[src/rtl/core/rmmc_pkg.sv]
// ----------------------------------------------------------------------------
// rmmc_pkg
// Shared types and constants for the red marker mask and centroid unit.
// ----------------------------------------------------------------------------
package rmmc_pkg;

  // Frame size limits
  localparam int MAX_WIDTH  = 1024;
  localparam int MAX_HEIGHT = 1024;

  // Fixed field widths
  localparam int COMP_W = 8;   // colour component
  localparam int CFG_W  = 11;  // size register
  localparam int CENT_W = 10;  // centroid field

  localparam int CFG_IDX_W = 1;
  localparam logic [CFG_IDX_W-1:0] REG_FRAME_WIDTH  = 1'b0;
  localparam logic [CFG_IDX_W-1:0] REG_FRAME_HEIGHT = 1'b1;

  localparam logic [CFG_W-1:0] FRAME_WIDTH_RST  = 11'd640;
  localparam logic [CFG_W-1:0] FRAME_HEIGHT_RST = 11'd480;

  // Derived widths
  localparam int COL_W    = $clog2(MAX_WIDTH);
  localparam int ROW_W    = $clog2(MAX_HEIGHT);
  localparam int PIX_W    = COL_W + ROW_W;
  localparam int CNT_W    = PIX_W + 1;
  localparam int DIV_Q_W  = (COL_W > ROW_W) ? COL_W : ROW_W;
  localparam int SUM_W    = DIV_Q_W + PIX_W;
  localparam int DIV_IX_W = $clog2(DIV_Q_W);

  // Front-to-back queue
  localparam int QDEPTH = 4;
  localparam int QPTR_W = $clog2(QDEPTH);

  typedef struct packed {
    logic [COMP_W-1:0] red;
    logic [COMP_W-1:0] green;
    logic [COMP_W-1:0] blue;
  } pix_t;

  typedef struct packed {
    logic              mask;
    logic              frame_done;
    logic              marker_found;
    logic [CENT_W-1:0] centroid_x;
    logic [CENT_W-1:0] centroid_y;
  } res_t;

  typedef struct packed {
    logic             mask;
    logic             frame_done;
    logic [CNT_W-1:0] cnt;
    logic [SUM_W-1:0] sum_x;
    logic [SUM_W-1:0] sum_y;
  } qword_t;

  typedef struct packed {
    logic full;
    logic empty;
  } q_stat_t;

  typedef enum logic [1:0] {
    BK_IDLE,
    BK_DIV,
    BK_DONE
  } bk_state_e;

endpackage

[src/rtl/core/rmmc_front.sv]
// ----------------------------------------------------------------------------
// rmmc_front
// Size registers, pixel classification, raster position and frame sums.
// ----------------------------------------------------------------------------
module rmmc_front (
  input  logic                            clk_i,
  input  logic                            rst_ni,
  input  logic                            cfg_we_i,
  input  logic [rmmc_pkg::CFG_IDX_W-1:0]  cfg_idx_i,
  input  logic [rmmc_pkg::CFG_W-1:0]      cfg_data_i,
  input  logic                            in_valid_i,
  output logic                            in_ready_o,
  input  rmmc_pkg::pix_t                  in_data_i,
  input  rmmc_pkg::q_stat_t               q_stat_i,
  output logic                            push_o,
  output rmmc_pkg::qword_t                push_data_o
);
  import rmmc_pkg::*;

  logic [CFG_W-1:0] width_q, height_q;
  logic [COL_W-1:0] col_q, col_d, last_col;
  logic [ROW_W-1:0] row_q, row_d, last_row;
  logic [SUM_W-1:0] sx_q, sx_d, sx_n;
  logic [SUM_W-1:0] sy_q, sy_d, sy_n;
  logic [CNT_W-1:0] cnt_q, cnt_d, cnt_n;
  logic [COMP_W:0]  gb_sum;
  logic             marked, row_end, frame_end, accept;

  always_ff @(posedge clk_i or negedge rst_ni) begin
    if (!rst_ni) begin
      width_q  <= FRAME_WIDTH_RST;
      height_q <= FRAME_HEIGHT_RST;
    end else if (cfg_we_i) begin
      unique case (cfg_idx_i)
        REG_FRAME_WIDTH:  width_q  <= cfg_data_i;
        REG_FRAME_HEIGHT: height_q <= cfg_data_i;
        default: ;
      endcase
    end
  end

  // zero acts as one, oversize saturates
  always_comb begin
    priority if (width_q == '0) last_col = '0;
    else if (int'(width_q) > MAX_WIDTH) last_col = COL_W'(MAX_WIDTH - 1);
    else last_col = COL_W'(width_q - 1'b1);
    priority if (height_q == '0) last_row = '0;
    else if (int'(height_q) > MAX_HEIGHT) last_row = ROW_W'(MAX_HEIGHT - 1);
    else last_row = ROW_W'(height_q - 1'b1);
  end

  assign in_ready_o = !q_stat_i.full;
  assign accept     = in_valid_i && in_ready_o;

  assign gb_sum    = {1'b0, in_data_i.green} + {1'b0, in_data_i.blue};
  assign marked    = {1'b0, in_data_i.red} > gb_sum;
  assign row_end   = col_q >= last_col;
  assign frame_end = row_end && (row_q >= last_row);

  assign sx_n  = marked ? sx_q + SUM_W'(col_q) : sx_q;
  assign sy_n  = marked ? sy_q + SUM_W'(row_q) : sy_q;
  assign cnt_n = cnt_q + CNT_W'(marked);

  always_comb begin
    col_d = col_q;
    row_d = row_q;
    sx_d  = sx_q;
    sy_d  = sy_q;
    cnt_d = cnt_q;
    if (accept) begin
      if (row_end) begin
        col_d = '0;
        row_d = frame_end ? '0 : row_q + 1'b1;
      end else begin
        col_d = col_q + 1'b1;
      end
      sx_d  = frame_end ? '0 : sx_n;
      sy_d  = frame_end ? '0 : sy_n;
      cnt_d = frame_end ? '0 : cnt_n;
    end
  end

  always_ff @(posedge clk_i or negedge rst_ni) begin
    if (!rst_ni) begin
      col_q <= '0;
      row_q <= '0;
      sx_q  <= '0;
      sy_q  <= '0;
      cnt_q <= '0;
    end else begin
      col_q <= col_d;
      row_q <= row_d;
      sx_q  <= sx_d;
      sy_q  <= sy_d;
      cnt_q <= cnt_d;
    end
  end

  assign push_o                 = accept;
  assign push_data_o.mask       = marked;
  assign push_data_o.frame_done = frame_end;
  assign push_data_o.cnt        = cnt_n;
  assign push_data_o.sum_x      = sx_n;
  assign push_data_o.sum_y      = sy_n;

endmodule

[src/rtl/core/rmmc_queue.sv]
// ----------------------------------------------------------------------------
// rmmc_queue
// Short register queue between the classifier and the result stage.
// ----------------------------------------------------------------------------
module rmmc_queue (
  input  logic               clk_i,
  input  logic               rst_ni,
  input  logic               push_i,
  input  rmmc_pkg::qword_t   push_data_i,
  input  logic               pop_i,
  output rmmc_pkg::qword_t   head_o,
  output rmmc_pkg::q_stat_t  stat_o
);
  import rmmc_pkg::*;

  qword_t            mem_q [QDEPTH];
  logic [QPTR_W-1:0] wr_ptr_q, rd_ptr_q;
  logic [QPTR_W:0]   fill_q, fill_d;

  always_ff @(posedge clk_i) begin
    if (push_i) mem_q[wr_ptr_q] <= push_data_i;
  end

  always_comb begin
    fill_d = fill_q;
    if (push_i && !pop_i) fill_d = fill_q + 1'b1;
    if (pop_i && !push_i) fill_d = fill_q - 1'b1;
  end

  always_ff @(posedge clk_i or negedge rst_ni) begin
    if (!rst_ni) begin
      wr_ptr_q <= '0;
      rd_ptr_q <= '0;
      fill_q   <= '0;
    end else begin
      if (push_i) wr_ptr_q <= wr_ptr_q + 1'b1;
      if (pop_i)  rd_ptr_q <= rd_ptr_q + 1'b1;
      fill_q <= fill_d;
    end
  end

  assign head_o       = mem_q[rd_ptr_q];
  assign stat_o.full  = fill_q == (QPTR_W+1)'(QDEPTH);
  assign stat_o.empty = fill_q == '0;

endmodule

[src/rtl/core/rmmc_back.sv]
// ----------------------------------------------------------------------------
// rmmc_back
// Result stage: shared restoring divider for the centroid and output register.
// ----------------------------------------------------------------------------
module rmmc_back (
  input  logic               clk_i,
  input  logic               rst_ni,
  input  rmmc_pkg::q_stat_t  q_stat_i,
  input  rmmc_pkg::qword_t   head_i,
  output logic               pop_o,
  output logic               out_valid_o,
  input  logic               out_ready_i,
  output rmmc_pkg::res_t     out_data_o
);
  import rmmc_pkg::*;

  bk_state_e             state_q, state_d;
  logic [SUM_W-1:0]      rem_q, dsh_q, sy_q, rem_n;
  logic [CNT_W-1:0]      cnt_q;
  logic [DIV_Q_W-1:0]    quot_q, qx_q, quot_n;
  logic [DIV_IX_W-1:0]   idx_q;
  logic                  axis_q, mask_q;
  logic                  out_valid_q;
  res_t                  out_q;
  logic                  slot_free, div_start, div_last, ge;
  logic                  load, step, wr_direct, wr_div;

  assign slot_free = !out_valid_q || out_ready_i;
  assign div_start = !q_stat_i.empty && head_i.frame_done && (head_i.cnt != '0);
  assign div_last  = idx_q == DIV_IX_W'(DIV_Q_W - 1);

  // one quotient bit per cycle
  assign ge     = rem_q >= dsh_q;
  assign rem_n  = ge ? rem_q - dsh_q : rem_q;
  assign quot_n = {quot_q[DIV_Q_W-2:0], ge};

  always_comb begin
    state_d = state_q;
    unique case (state_q)
      BK_IDLE: if (div_start) state_d = BK_DIV;
      BK_DIV:  if (div_last && axis_q) state_d = BK_DONE;
      BK_DONE: if (slot_free) state_d = BK_IDLE;
      default: state_d = BK_IDLE;
    endcase
  end

  always_comb begin
    load      = 1'b0;
    step      = 1'b0;
    wr_direct = 1'b0;
    wr_div    = 1'b0;
    unique case (state_q)
      BK_IDLE: begin
        if (div_start) load = 1'b1;
        else if (!q_stat_i.empty && slot_free) wr_direct = 1'b1;
      end
      BK_DIV:  step = 1'b1;
      BK_DONE: wr_div = slot_free;
      default: ;
    endcase
  end

  assign pop_o = load || wr_direct;

  always_ff @(posedge clk_i) begin
    if (load) begin
      rem_q  <= head_i.sum_x;
      dsh_q  <= SUM_W'(head_i.cnt) << (DIV_Q_W - 1);
      sy_q   <= head_i.sum_y;
      cnt_q  <= head_i.cnt;
      mask_q <= head_i.mask;
      idx_q  <= '0;
      axis_q <= 1'b0;
    end else if (step) begin
      quot_q <= quot_n;
      if (div_last && !axis_q) begin
        // x done, restart on y
        qx_q   <= quot_n;
        rem_q  <= sy_q;
        dsh_q  <= SUM_W'(cnt_q) << (DIV_Q_W - 1);
        idx_q  <= '0;
        axis_q <= 1'b1;
      end else begin
        rem_q <= rem_n;
        dsh_q <= dsh_q >> 1;
        idx_q <= idx_q + 1'b1;
      end
    end
    if (wr_direct) begin
      out_q.mask         <= head_i.mask;
      out_q.frame_done   <= head_i.frame_done;
      out_q.marker_found <= 1'b0;
      out_q.centroid_x   <= '0;
      out_q.centroid_y   <= '0;
    end else if (wr_div) begin
      out_q.mask         <= mask_q;
      out_q.frame_done   <= 1'b1;
      out_q.marker_found <= 1'b1;
      out_q.centroid_x   <= CENT_W'(qx_q);
      out_q.centroid_y   <= CENT_W'(quot_q);
    end
  end

  always_ff @(posedge clk_i or negedge rst_ni) begin
    if (!rst_ni) begin
      state_q     <= BK_IDLE;
      out_valid_q <= 1'b0;
    end else begin
      state_q <= state_d;
      if (wr_direct || wr_div) out_valid_q <= 1'b1;
      else if (out_ready_i)    out_valid_q <= 1'b0;
    end
  end

  assign out_valid_o = out_valid_q;
  assign out_data_o  = out_q;

endmodule

[src/rtl/core/red_marker_mask_centroid_unit.sv]
// ----------------------------------------------------------------------------
// red_marker_mask_centroid_unit
// Red marker threshold per pixel and blob centroid per frame.
// ----------------------------------------------------------------------------
// Pixels enter in raster order on in_*: a word is taken when in_valid_i and
// in_ready_o are both high. Every pixel gives exactly one result word on
// out_*, in order, carrying its mask bit; the word for the last pixel of a
// frame also carries frame_done, marker_found and the truncated centroid.
// Frame size is set through cfg_we_i / cfg_idx_i / cfg_data_i (index 0 width,
// index 1 height); the user must write it only while the unit is idle, and the
// unit does not enforce this. There is no read-back. An ordinary pixel passes
// through the queue and the output register. A frame-end pixel with marked
// pixels is loaded into the shared restoring divider, which works x then y,
// one quotient bit per cycle, and then hands off to the output register.
// Throughput: one pixel per cycle, set by the front classifier, while the queue
// has room; at a frame end with marked pixels the divider holds the result
// stage and the 4-word queue lets the front keep taking pixels until it fills.
// A stalled receiver holds the output register; the queue fills behind it
// and in_ready_o falls when it is full.
// Reset (rst_ni, async low) clears counters, sums, queue and output valid,
// and restores the default 640x480 frame size.
// ----------------------------------------------------------------------------
module red_marker_mask_centroid_unit (
  input  logic                            clk_i,
  input  logic                            rst_ni,
  input  logic                            cfg_we_i,
  input  logic [rmmc_pkg::CFG_IDX_W-1:0]  cfg_idx_i,
  input  logic [rmmc_pkg::CFG_W-1:0]      cfg_data_i,
  input  logic                            in_valid_i,
  output logic                            in_ready_o,
  input  rmmc_pkg::pix_t                  in_data_i,
  output logic                            out_valid_o,
  input  logic                            out_ready_i,
  output rmmc_pkg::res_t                  out_data_o
);
  import rmmc_pkg::*;

  q_stat_t q_stat;
  qword_t  push_data, head;
  logic    push, pop;

  // classifier, position counters and frame sums
  rmmc_front u_front (
    .clk_i       (clk_i),
    .rst_ni      (rst_ni),
    .cfg_we_i    (cfg_we_i),
    .cfg_idx_i   (cfg_idx_i),
    .cfg_data_i  (cfg_data_i),
    .in_valid_i  (in_valid_i),
    .in_ready_o  (in_ready_o),
    .in_data_i   (in_data_i),
    .q_stat_i    (q_stat),
    .push_o      (push),
    .push_data_o (push_data)
  );

  // decouples pixel intake from the divider
  rmmc_queue u_queue (
    .clk_i       (clk_i),
    .rst_ni      (rst_ni),
    .push_i      (push),
    .push_data_i (push_data),
    .pop_i       (pop),
    .head_o      (head),
    .stat_o      (q_stat)
  );

  // centroid division and output register
  rmmc_back u_back (
    .clk_i       (clk_i),
    .rst_ni      (rst_ni),
    .q_stat_i    (q_stat),
    .head_i      (head),
    .pop_o       (pop),
    .out_valid_o (out_valid_o),
    .out_ready_i (out_ready_i),
    .out_data_o  (out_data_o)
  );

`ifndef ASSERT_OFF
  a_no_push_full: assert property (@(posedge clk_i) disable iff (!rst_ni)
    push |-> !q_stat.full) else $error("push into full queue");

  a_no_pop_empty: assert property (@(posedge clk_i) disable iff (!rst_ni)
    pop |-> !q_stat.empty) else $error("pop from empty queue");

  a_accept_push: assert property (@(posedge clk_i) disable iff (!rst_ni)
    (in_valid_i && in_ready_o) |-> push) else $error("accepted pixel not queued");

  a_found_at_end: assert property (@(posedge clk_i) disable iff (!rst_ni)
    (out_valid_o && out_data_o.marker_found) |-> out_data_o.frame_done)
    else $error("marker_found outside frame end");
`endif

endmodule
[config.mk]
export PLATFORM = sky130hd
export DESIGN_NAME = red_marker_mask_centroid_unit
export DESIGN_NICKNAME = d
export VERILOG_FILES = /design/src/rtl/core/rmmc_pkg.sv /design/src/rtl/core/rmmc_front.sv /design/src/rtl/core/rmmc_queue.sv /design/src/rtl/core/rmmc_back.sv /design/src/rtl/core/red_marker_mask_centroid_unit.sv
export SDC_FILE = /design/constraint.sdc
export NUM_CORES = 1
export LEC_CHECK = 0
export BUFFER_PORTS_ARGS = -buffer_cell sky130_fd_sc_hd__buf_2
export CAP_MARGIN = 0
export CORE_MARGIN = 2
export CORE_UTILIZATION = 30
export CTS_CLUSTER_DIAMETER = 100
export DETAILED_ROUTE_END_ITERATION = 8
export MAX_ROUTING_LAYER = met4
export PLACE_DENSITY = 0.45
export SLEW_MARGIN = 10
export SYNTH_ARGS = -nofsm -noshare
export SYNTH_HDL_FRONTEND = slang
export SYNTH_SLANG_ARGS = --single-unit
[constraint.sdc]
create_clock -name clk_i -period 4.95 [get_ports clk_i]
set_input_delay 0.2475 -clock clk_i [delete_from_list [all_inputs] [get_ports clk_i]]
set_output_delay 0.2475 -clock clk_i [all_outputs]
set_load 0.03 [all_outputs]
==> metrics.txt, run 1 <==
critical path's largest stage delay just over 0.6 ns; minimum clock period between 4 and 5 ns; register-to-register setup slack between 0.5 and 0.6 ns; # rows 114; synthesized flop and latch total 625; P per Cell Area 598 nW/um^2; P_sw between 7 and 8 mW; num ports 66; gpl congestion 0.792; largest cells by area after synthesis edfxtp_1 47%, dfrtp_1 11%, mux4_2 6.4%; CP max-delay cell or4_1; Area growth syn-to-layout 15.4%; H-Tree Depth 3; TritonCTS Buffers 74; share of the synthesized area in the top cell type 46.7%; VDD IR max approximately 0.00031 V; MaxCap Viol Count 0; CTS tree done; RSZ-0062 raised after global routing no; Crit. End Element flip-flop; mean post-synth cell area roughly 13 um^2; combinational group share of total power a little over a third; most frequent cell after synthesis edfxtp_1; Int Pwr about 13 mW; sequence of cells on the critical path or4_1 -> nor4_1 -> buf_4 -> nand3b_1 -> nor2_1 -> a21oi_1 -> ha_1 -> nand2b_1 -> a21o_1 -> a21o_1 -> a221oi_1 -> a21oi_1 -> buf_4 -> a21oi_4 -> buf_12 -> nor4b_1 -> a221o_1; Final Cycle Share between 80% and 90%; initial core utilization a little under a third; Design Power slightly above 20 mW; clk sinks 625; Clock Skew between 0.03 and 0.04 ns; share of cells above drive strength 1 16.1%; register area share after synthesis between 60% and 70%; postcts setup bufs 0; final hold vios 0; mapped cell area approximately 29,000 um^2; Crit Path Category flip-flop to flip-flop; Post-CTS Resized 0; WL/cell slightly above 20 um; Switching Share between 30% and 40%; Ys Warns 0; CP startpoint kind flip-flop; core area 97,000 um^2; post-route ant nets 0; Gate Count Post-Synth 2,295; grt total ovfl 0; largest net degree at the start of global routing 92; CP Max Fanout 39; CP required 5.50 ns; Final Setup Violations 0; CP top delay family simple AND/OR/NAND/NOR gates; Post-synth top cells 457 x edfxtp_1, 236 x nand2_1, 136 x a21oi_1, 127 x dfrtp_1, 124 x o21ai_0; hold crit path type primary input to flip-flop; Post-synth EDFFs between 400 and 500; fillers between 9,000 and 10,000; Syn Nets 2,440; power share of the clock group 25.5%; Port-buffer cells 65; Final #Nets 2,544; first-pass GRT wire length between 100 and 150 mm; status finished clean; Via density roughly 5.0; Starting DRT DRC Count 1,184; Cell variety after synth 77; Slew Limit Fails 0; clock root cell clkbuf_16; DRT Pass-1 Iters 7; Worst Tran Pin Value between 1 and 1.5 ns; Max Clock Freq ~0.23 GHz; vias in the first global route roughly 19,000; hpwl dp slightly above 50 mm; Buf/Inv on CP 3; vias between 15,000 and 20,000; ys async rst share between 20% and 30%; drc violations 0; gr usage total ~16%; Final TNS setup 0 ns; crit path DAT 4.92 ns; CTS clock-pin slew for the worst setup and hold paths around 0.06 ns; final wirelength approximately 76 mm; # hold bufs at CTS 13; worst skew pair latency about 0.62 ns; Pleak ~13 nW; initial antenna violation count 2; Worst slew margin between 30% and 40%; area leader, netlist edfxtp_1; top_reg_cell synth edfxtp_1; die width 317 um; final core occ a little over a third; die area around 100,000 um^2; Die H around 320 um; Reg power frac 38.6%; clk buf depth 3
[registers in the layout (all words and copies together), names as in the netlist, 23 cells and up]
register           cells
u_queue.mem_q        332
u_back.dsh_q          30
u_back.rem_q          30
u_back.sy_q           30
u_front.sx_q          30
u_front.sy_q          30
u_back.out_data_o     23
[path summary, 6_finish.rpt]
path                                  startpoint  cells after the start                     to
max                          u_front.height_q[2]                     17       u_front.sy_q[22]
min                                  out_ready_i                      3      u_back.state_q[1]
max reg2reg                  u_front.height_q[2]                     17       u_front.sy_q[22]
min reg2reg                u_back.out_data_o[19]                      2  u_back.out_data_o[19]
max in group asynchronous                 rst_ni                      3       u_front.sx_q[25]
min in group asynchronous                 rst_ni                      2      u_front.cnt_q[15]
[area by class of cell]
class	instances	area [um^2]	area share (%)
Clock buffer	101	2070	6.08
Multi-Input combinational cell	1468	10900	32.2
Timing Repair Buffer	138	962	2.83
Inverter	92	353	1.04
Sequential cell	625	17800	52.3
Antenna cell	4	10.0	0.0295
Clock inverter	35	258	0.759
Tap cell	1276	1600	4.70
[tightest hold or removal path, cell delays in order]
cell and delay [ns]:
buf_2 0.09, nand2b_1 0.17, o21ai_0 0.11
[metrics by stage]
step | cell area (um^2) | instances | hold WS (ns) | setup WS [ns]
2_1_floorplan | 29500 | 2295 | -0.0481 | 0.00527
3_3_place_gp | 31500 | 3586 | 0.436 | 0.0779
3_5_place_dp | 31500 | 3586 | 0.448 | 0.0505
4_1_cts | 33900 | 3735 | 0.0106 | 0.505
5_1_grt | 33900 | 3736 | 0.0579 | 0.234
6_report | 34000 | 3739 | 0.0582 | 0.581
[cells by family (layout without fill, tap and decap cells)]
kind of cell	after synthesis	after routing	synth area share, %
DFF	625	625	60.4
buffers and inverters	202	366	2.76
muxes	142	142	8.49
adders and majority gates	105	105	4.59
AOI/OAI and AO/OA	454	454	9.54
xor gates and xnor gates	119	119	3.54
and+or+nand+nor	648	648	10.7
other	0	4	0
[power by group through the flow]
stage	sequential, mW	clock, mW	combinational (mW)
6_report	7.83	5.18	7.28
2_1_floorplan	7.78	0	5.14
5_1_grt	7.95	5.53	8.13
3_3_place_gp	7.92	0	7.28
3_5_place_dp	7.96	0	7.33
4_1_cts	7.85	5.32	7.39
[metal layers]
layer / vias up / track usage (%) / routed length (um)
met4: 0 / 5.16 / 2430
met5: - / - / 0
met2: 367 / 24.2 / 34500
met1: 9360 / 21.1 / 35900
met3: 123 / 2.36 / 2960
li1: 8848 / - / -
[placed cells by master (no fill, tap or decap), types with 19 or more instances in the layout]
cell       synthesis  final
edfxtp_1         457    457
nand2_1          236    235
a21oi_1          136    133
dfrtp_1          127    125
o21ai_0          124    122
nor2_1           110    109
ha_1              99     97
inv_1             89     89
mux4_2            83     83
xnor2_1           77     77
clkbuf_16          0     76
nand3_1           66     66
buf_2             14     64
buf_4              2     56
xor2_1            42     42
nand4_1           42     42
dfxtp_1           35     35
and3_1            37     33
mux2_2            31     31
nor3_1            28     28
a21o_1            28     28
mux2i_1           28     28
nand2b_1          24     22
o31ai_1           19     19
Power figures use the tool's default switching activity.
==> run 2, diff against run 1 <==
Settings changed: ABC_AREA from default to 1.
==> run 2 against run 1 <==
Compared with the run above: sequential power grew 8.8%; via count rose by 23%; sequential share of layout area down 2.8 points.
==> metrics.txt, run 2 <==
CP max-delay cell dfrtp_1; num ports 66 (unchanged); Worst Tran Pin Value 1.06 ns (+0.0152 ns); Area growth syn-to-layout 14.6%; final hold vios 0 (unchanged); Final Cycle Share 80.8% (-7.4 points); Final TNS setup 0 ns (unchanged); Slew Limit Fails 0 (unchanged); initial antenna violation count 4 (+2); clock root cell clkbuf_16; hpwl dp 56.0 mm (+10%); Buf/Inv on CP 3 (unchanged); Post-synth EDFFs 457 (unchanged); most frequent cell after synthesis nand2_1; largest net degree at the start of global routing 73 (-21%); CP Max Fanout 57 (+46%); Pleak 15.4 nW (+23%); initial core utilization 30.3% (-0.075 points); worst skew pair latency 0.65 ns (+0.03 ns); n_diodes 0 (-4); sequence of cells on the critical path inv_1 -> ha_1 -> nand2_1 -> nor2_1 -> nand2_1 -> nor2_1 -> nand2_1 -> or2_2 -> nand2_1 -> nand2_1 -> o21ai_0 -> ha_1 -> a21oi_1 -> o21a_1 -> nand4_1 -> nand2_1 -> inv_1 -> nor2_4 -> buf_12 -> nand3_1 -> o21ai_0; status finished clean; Die H 327 um (+3.1%); WL/cell 17.2 um (-15%); Post-synth top cells 1,007 x nand2_1, 457 x edfxtp_1, 415 x inv_1, 290 x nor2_1, 242 x o21ai_0; grt total ovfl 0 (unchanged); Worst slew margin 29.4% (-1.0 points); share of cells above drive strength 1 7.30% (-8.8 points); CTS tree done; clk sinks 625 (unchanged); Area after DPL 33,200 um^2 (+5.4%); Most common cell on crit path nand2_1; worst setup margin 0.948 ns (+0.368 ns); register area share after synthesis 56.7% (-3.7 points); top_reg_cell synth edfxtp_1; Worst R2R Path Depth 21 (+4); post-route ant nets 0 (unchanged); largest register by flop count u_queue.mem_q; critical path's largest stage delay 0.43 ns (-0.18 ns); H-Tree Depth 3 (unchanged); hold crit path type primary input to async pin; die area 107,000 um^2 (+6.4%); Final #Nets 3,673 (+44%); number of flip-flops in the largest register 332 (unchanged); Max Clock Freq 0.250 GHz (+9.2%); Cell variety after synth 48 (-38%); vias in the first global route 22,741 (+19%); register-to-register setup slack 0.95 ns (+0.37 ns); TritonCTS Buffers 75 (+1.4%); Design Area, Final 35,900 um^2 (+5.7%); drc violations 0 (unchanged); mean post-synth cell area 9.05 um^2 (-29%); minimum clock period 4.00 ns (-0.368 ns); Gate Count Post-Synth 3,459 (+51%); Port-buffer cells 65 (unchanged); synthesized flop and latch total 625 (unchanged); Ys Warns 0 (unchanged); Syn Nets 3,604 (+48%); Starting DRT DRC Count 1,270 (+7.3%); # rows 118 (+3.5%); Via density 4.62 (-7.6%); gpl congestion 0.847 (+6.9%); largest cells by area after synthesis edfxtp_1 44%, nand2_1 12%, dfrtp_1 10%; area leader, netlist edfxtp_1; Crit Path Category flip-flop to flip-flop; CP top delay family simple AND/OR/NAND/NOR gates; Crit. End Element flip-flop; most frequent cells in the layout 1,006 x nand2_1, 457 x edfxtp_1, 415 x inv_1; R2R Path End u_front.sy_q[8]; CP required 5.48 ns (-0.02 ns); ys async rst share 21.3% (unchanged); crit path DAT 4.54 ns (-0.38 ns); Post-Place Cells 4,818 (+34%); core area 103,000 um^2 (+6.7%); P per Cell Area 683 nW/um^2 (+14%); CP startpoint kind flip-flop; Final Setup Violations 0 (unchanged); share of the synthesized area in the top cell type 43.8% (-2.8 points); Final Non-Filler Cells 4,970 (+33%); Clock Skew 0.0327 ns (+0.00143 ns); MaxCap Viol Count 0 (unchanged); Worst R2R Start u_front.height_q[0]; die width 327 um (+3.1%); clk buf depth 3 (unchanged); CTS clock-pin slew for the worst setup and hold paths 0.06 ns (about the same); DRT Pass-1 Iters 5 (-2); final wirelength 85.4 mm (+13%); RSZ-0062 raised after global routing no; vias 22,968 (+23%); postcts setup bufs 0 (unchanged); VDD IR max 0.000339 V (+9.4%); mapped cell area 31,300 um^2 (+6.4%); most common cell after layout, fill and taps aside nand2_1; gr usage total 16.6% (+0.92 points); Design Power 24.5 mW (+21%); first-pass GRT wire length 134 mm (+15%); pre-CTS WS 0.357 ns (+0.306 ns)
==> run 2: cell count changes after synthesis, moves of 56 or more <==
cell     delta
nor2_1    +180
o21ai_0   +118
mux4_2     -83
nand2_1   +771
nand3_1   +161
inv_1     +326
a21oi_1    -72
o22ai_1    +62
xnor2_1    -56
==> run 2: worst max path at each step <==
stage               slack, ns           startpoint             endpoint  cells past startpoint
finish                   0.95  u_front.height_q[0]      u_front.sy_q[8]                     21
global route             0.43   u_front.width_q[0]     u_front.row_q[0]                     20
CTS                      0.89  u_front.height_q[0]      u_front.sy_q[5]                     22
detailed placement       0.36         in_data_i[0]    u_front.cnt_q[16]                     28
global placement         0.41         in_data_i[0]    u_front.cnt_q[16]                     29
floorplan               -0.27    u_queue.fill_q[0]  u_queue.mem_q[0][0]                      6
==> run 2: cell families after synthesis <==
logic type               after synthesis  synth area share [%]
AND/OR/NAND/NOR                     1661                  22.0
flip-flops                           625                  56.7
buffers and inverters                547                  6.92
AO/OA/AOI/OAI                        449                  8.00
adder cells (fa/ha/maj)              104                  4.28
XOR/XNOR                              73                  2.04
==> run 2: worst register-to-register path: cells and delay by family (launching register included) <==
family | cells | cell delay [ns]
AO/OA/AOI/OAI | 4 | 0.57
adder cells (fa/ha/maj) | 2 | 0.43
flip-flops | 1 | 0.43
buffers and inverters | 3 | 0.62
AND/OR/NAND/NOR | 12 | 1.84
==> run 2: cell type report <==
cell class	count	area, um^2
clock inverter	37	499
fill	10498	67600
multi-input combinational	2287	11400
timing repair buffer	115	802
sequential	625	17800
tap	1380	1730
inverter	424	1600
clock buffer	102	2080
==> run 2: stage by stage <==
stage	utilization [%]	hold slack (ns)
finish	34.7	0.177
global route	34.7	0.241
CTS	34.7	0.221
detailed placement	32.1	0.194
global placement	32.1	0.199
floorplan	-	-0.0481
==> run 2: per-layer routing <==
metal,share of wire [%],global-route usage [%],routed length (um)
met1,46,21.1,39600
met2,48,27.5,40800
met3,3.5,2.19,3030
met4,2.4,5.03,2050
met5,0,-,0
==> run 2: power by group <==
| group | internal, mW | total, mW | leakage (nW) | switching [mW] |
|---|---|---|---|---|
| combinational | 3.02 | 10.2 | 7.80 | 7.19 |
| clock | 3.53 | 5.77 | 1.25 | 2.24 |
| sequential | 7.86 | 8.52 | 6.37 | 0.665 |
==> run 2: what timing repair did <==
action / in CTS / in global routing
hold buffers: 13 / 0
endpoints found under the hold margin: 59 / 0
gates resized for setup: 0 / 0
==> run 3, diff against run 2 <==
Settings changed: ABC_AREA 1 to 0.
Clock period 4.95 ns to 3.54 ns, I/O delays scaled along.
==> run 3 against run 2 <==
Compared with the run above: combinational power rose by 11%; die area is 6.0% lower; global-route usage is 0.71 points lower; core utilization up 3.9 points; hold slack worse by 0.12 ns; register-to-register slack worse by 1.2 ns; non-clock buffer count grew 228; critical path depth up 3; the flow now finishes with violations (negative setup slack); clock-buffer cell count rose by 1; critical path type is now primary input to flip-flop; power rose by 21%; flip-flop and latch count stayed put; clock skew fell by 0.0020 ns.
==> metrics.txt, run 3 (synthesis gave the netlist of run 1 again) <==
Clock Skew 0.0307 ns (-0.00204 ns); Most common cell on crit path ha_4; die area 101,000 um^2 (-6.0%); VDD IR max 0.000392 V (+16%); Starting DRT DRC Count 1,382 (+8.8%); MaxCap Viol Count 0 (unchanged); H-Tree Depth 3 (unchanged); Via density 4.93 (+6.7%); R2R Path End u_front.cnt_q[16]; critical path's largest stage delay 0.53 ns (+0.10 ns); WL/cell 19.5 um (+14%); TritonCTS Buffers 74 (-1.3%); Worst Tran Pin Value 1.08 ns (+0.0206 ns); gr usage total 15.9% (-0.71 points); clk buf depth 3 (unchanged); hold path depth 4; fillers 9,192 (-12%); most frequent cells in the layout 457 x edfxtp_1, 217 x nand2_1, 190 x buf_4; crit path DAT 4.44 ns (-0.10 ns); CP Max Fanout 3 (-95%); vias in the first global route 20,038 (-12%); clk sinks 625 (unchanged); share of cells above drive strength 1 29.0% (+22 points); gpl congestion 0.829 (-2.1%); Port-buffer cells 65 (unchanged); Worst R2R Start u_front.height_q[3]; initial antenna violation count 0 (-4); Pleak 14.1 nW (-8.6%); CP startpoint kind primary input; Area growth syn-to-layout 27.1%; CTS tree done; clock root cell clkbuf_16; num ports 66 (unchanged); CP required 4.06 ns (-1.42 ns); status finished with violations; CP top delay family simple AND/OR/NAND/NOR gates; Final Non-Filler Cells 3,942 (-21%); sequence of cells on the critical path buf_6 -> ha_4 -> a21o_1 -> a21oi_2 -> o21bai_1 -> a21oi_2 -> o21bai_1 -> a21oi_1 -> xor2_1 -> ha_1 -> nand4_1 -> nor2_1 -> or4_4 -> or2_4 -> clkinv_8 -> ha_4 -> ha_4 -> and2_4 -> and4_4 -> and3_4 -> nand4_1 -> or3_4 -> a21o_1 -> a22o_1; Crit. End Element flip-flop; Final #Nets 2,751 (-25%); CP max-delay cell or4_4; grt total ovfl 0 (unchanged); RSZ-0062 raised after global routing yes; largest register by flop count u_queue.mem_q; hpwl dp 51.2 mm (-8.7%); Worst slew margin 28.0% (-1.4 points); Slew Limit Fails 0 (unchanged); minimum clock period 3.92 ns; hold crit path type primary input to flip-flop; worst skew pair latency 0.64 ns (about the same); start point of the critical path in_data_i[1]; n_diodes 0 (unchanged); die width 317 um (-3.0%); Die H 317 um (-3.0%); first-pass GRT wire length 119 mm (-11%); Buf/Inv on CP 2 (-1); Post-Place Cells 3,725 (-23%); failing checks negative setup slack; Final Cycle Share 111%; largest net degree at the start of global routing 84 (+15%); CTS clock-pin slew for the worst setup and hold paths 0.06 ns (about the same); vias 19,441 (-15%); Worst R2R Path Depth 16 (-24%); initial core utilization 30.3% (+0.075 points); DRT Pass-1 Iters 5 (unchanged); Hold EP u_front.width_q[1]; core area 97,000 um^2 (-6.3%); # rows 114 (-3.4%); drc violations 0 (unchanged); final core occ 38.6% (+3.9 points); P per Cell Area 796 nW/um^2 (+17%); number of flip-flops in the largest register 332 (unchanged); Final Setup Violations 140 (+140); most common cell after layout, fill and taps aside edfxtp_1; final wirelength 77.0 mm (-9.9%); final hold vios 0 (unchanged); post-route ant nets 0 (unchanged); register-to-register setup slack -0.27 ns (-1.22 ns); Max Clock Freq roughly 0.26 GHz; worst setup margin -0.376 ns (-1.32 ns); Crit Path Category primary input to flip-flop; Hold Path Origin cfg_idx_i
-- run 3: cell count changes in the layout (fill, tap and decap cells not counted), sizes merged, moves of 115 or more --
cell,previous run,this run
buf,102,329
nand2,1009,237
inv,425,94
o21ai,252,137
nor2,292,110
nand3,240,66
-- run 3: final cells by class --
class	count	area (um^2)	share of cell area [%]
sequential	625	17800	47.5
clock buffer	103	2110	5.65
tap	1276	1600	4.27
inverter	92	373	0.997
timing repair buffer	343	3070	8.21
multi-input combinational	1470	12100	32.4
clock inverter	33	364	0.974
-- run 3: worst max-delay path by stage --
stage / to / slack, ns / depth (start not counted)
floorplan: u_front.cnt_q[20] / -1.31 / 29
global placement: u_front.cnt_q[20] / -1.28 / 26
detailed placement: u_front.cnt_q[18] / -1.36 / 27
CTS: u_front.cnt_q[20] / -0.41 / 24
global route: u_front.cnt_q[20] / -0.59 / 25
finish: u_front.cnt_q[20] / -0.38 / 24
-- run 3: routing by layer --
metal | share of wire [%] | vias to the layer above | global-route usage, %
met5 | 0 | - | -
met4 | 2.2 | 0 | 4.43
met3 | 3.2 | 112 | 2.19
met2 | 47 | 335 | 25.1
met1 | 47 | 9729 | 21.3
li1 | - | 9265 | -
-- run 3: through the flow --
| step | power [mW] | worst slack, ns | instance area (um^2) | hold WS [ns] | setup TNS, ns |
|---|---|---|---|---|---|
| after floorplan | 18.1 | -1.31 | 29700 | -0.119 | -75.18 |
| after global placement | 21.7 | -1.28 | 32800 | 0.311 | -222.90 |
| after detailed placement | 21.9 | -1.36 | 32800 | 0.308 | -237.01 |
| after CTS | 30.1 | -0.414 | 36800 | 0.0272 | -19.53 |
| after global routing | 31.6 | -0.587 | 37400 | 0.0946 | -50.06 |
| final | 29.8 | -0.376 | 37400 | 0.0580 | -22.55 |
-- run 3: what timing repair did --
item,4_1_cts,5_1_grt
hold endpoints to repair,95,0
hold buffers,14,0
setup buffers,42,35
cloned,9,0
pin swaps,108,80
endpoints found under the setup margin,172,207
gates resized for setup,209,126
-- run 3: power by group --
group	internal, mW	total [mW]	switching [mW]	leakage [nW]
clock	4.52	7.62	3.11	1.20
sequential	10.1	10.8	0.692	6.11
combinational	4.64	11.3	6.68	6.79
-- run 3: worst min-delay path: stages --
cell     delay (ns)
buf_2          0.09
nor2b_1        0.18
nand2_1        0.12
o21ai_0        0.06
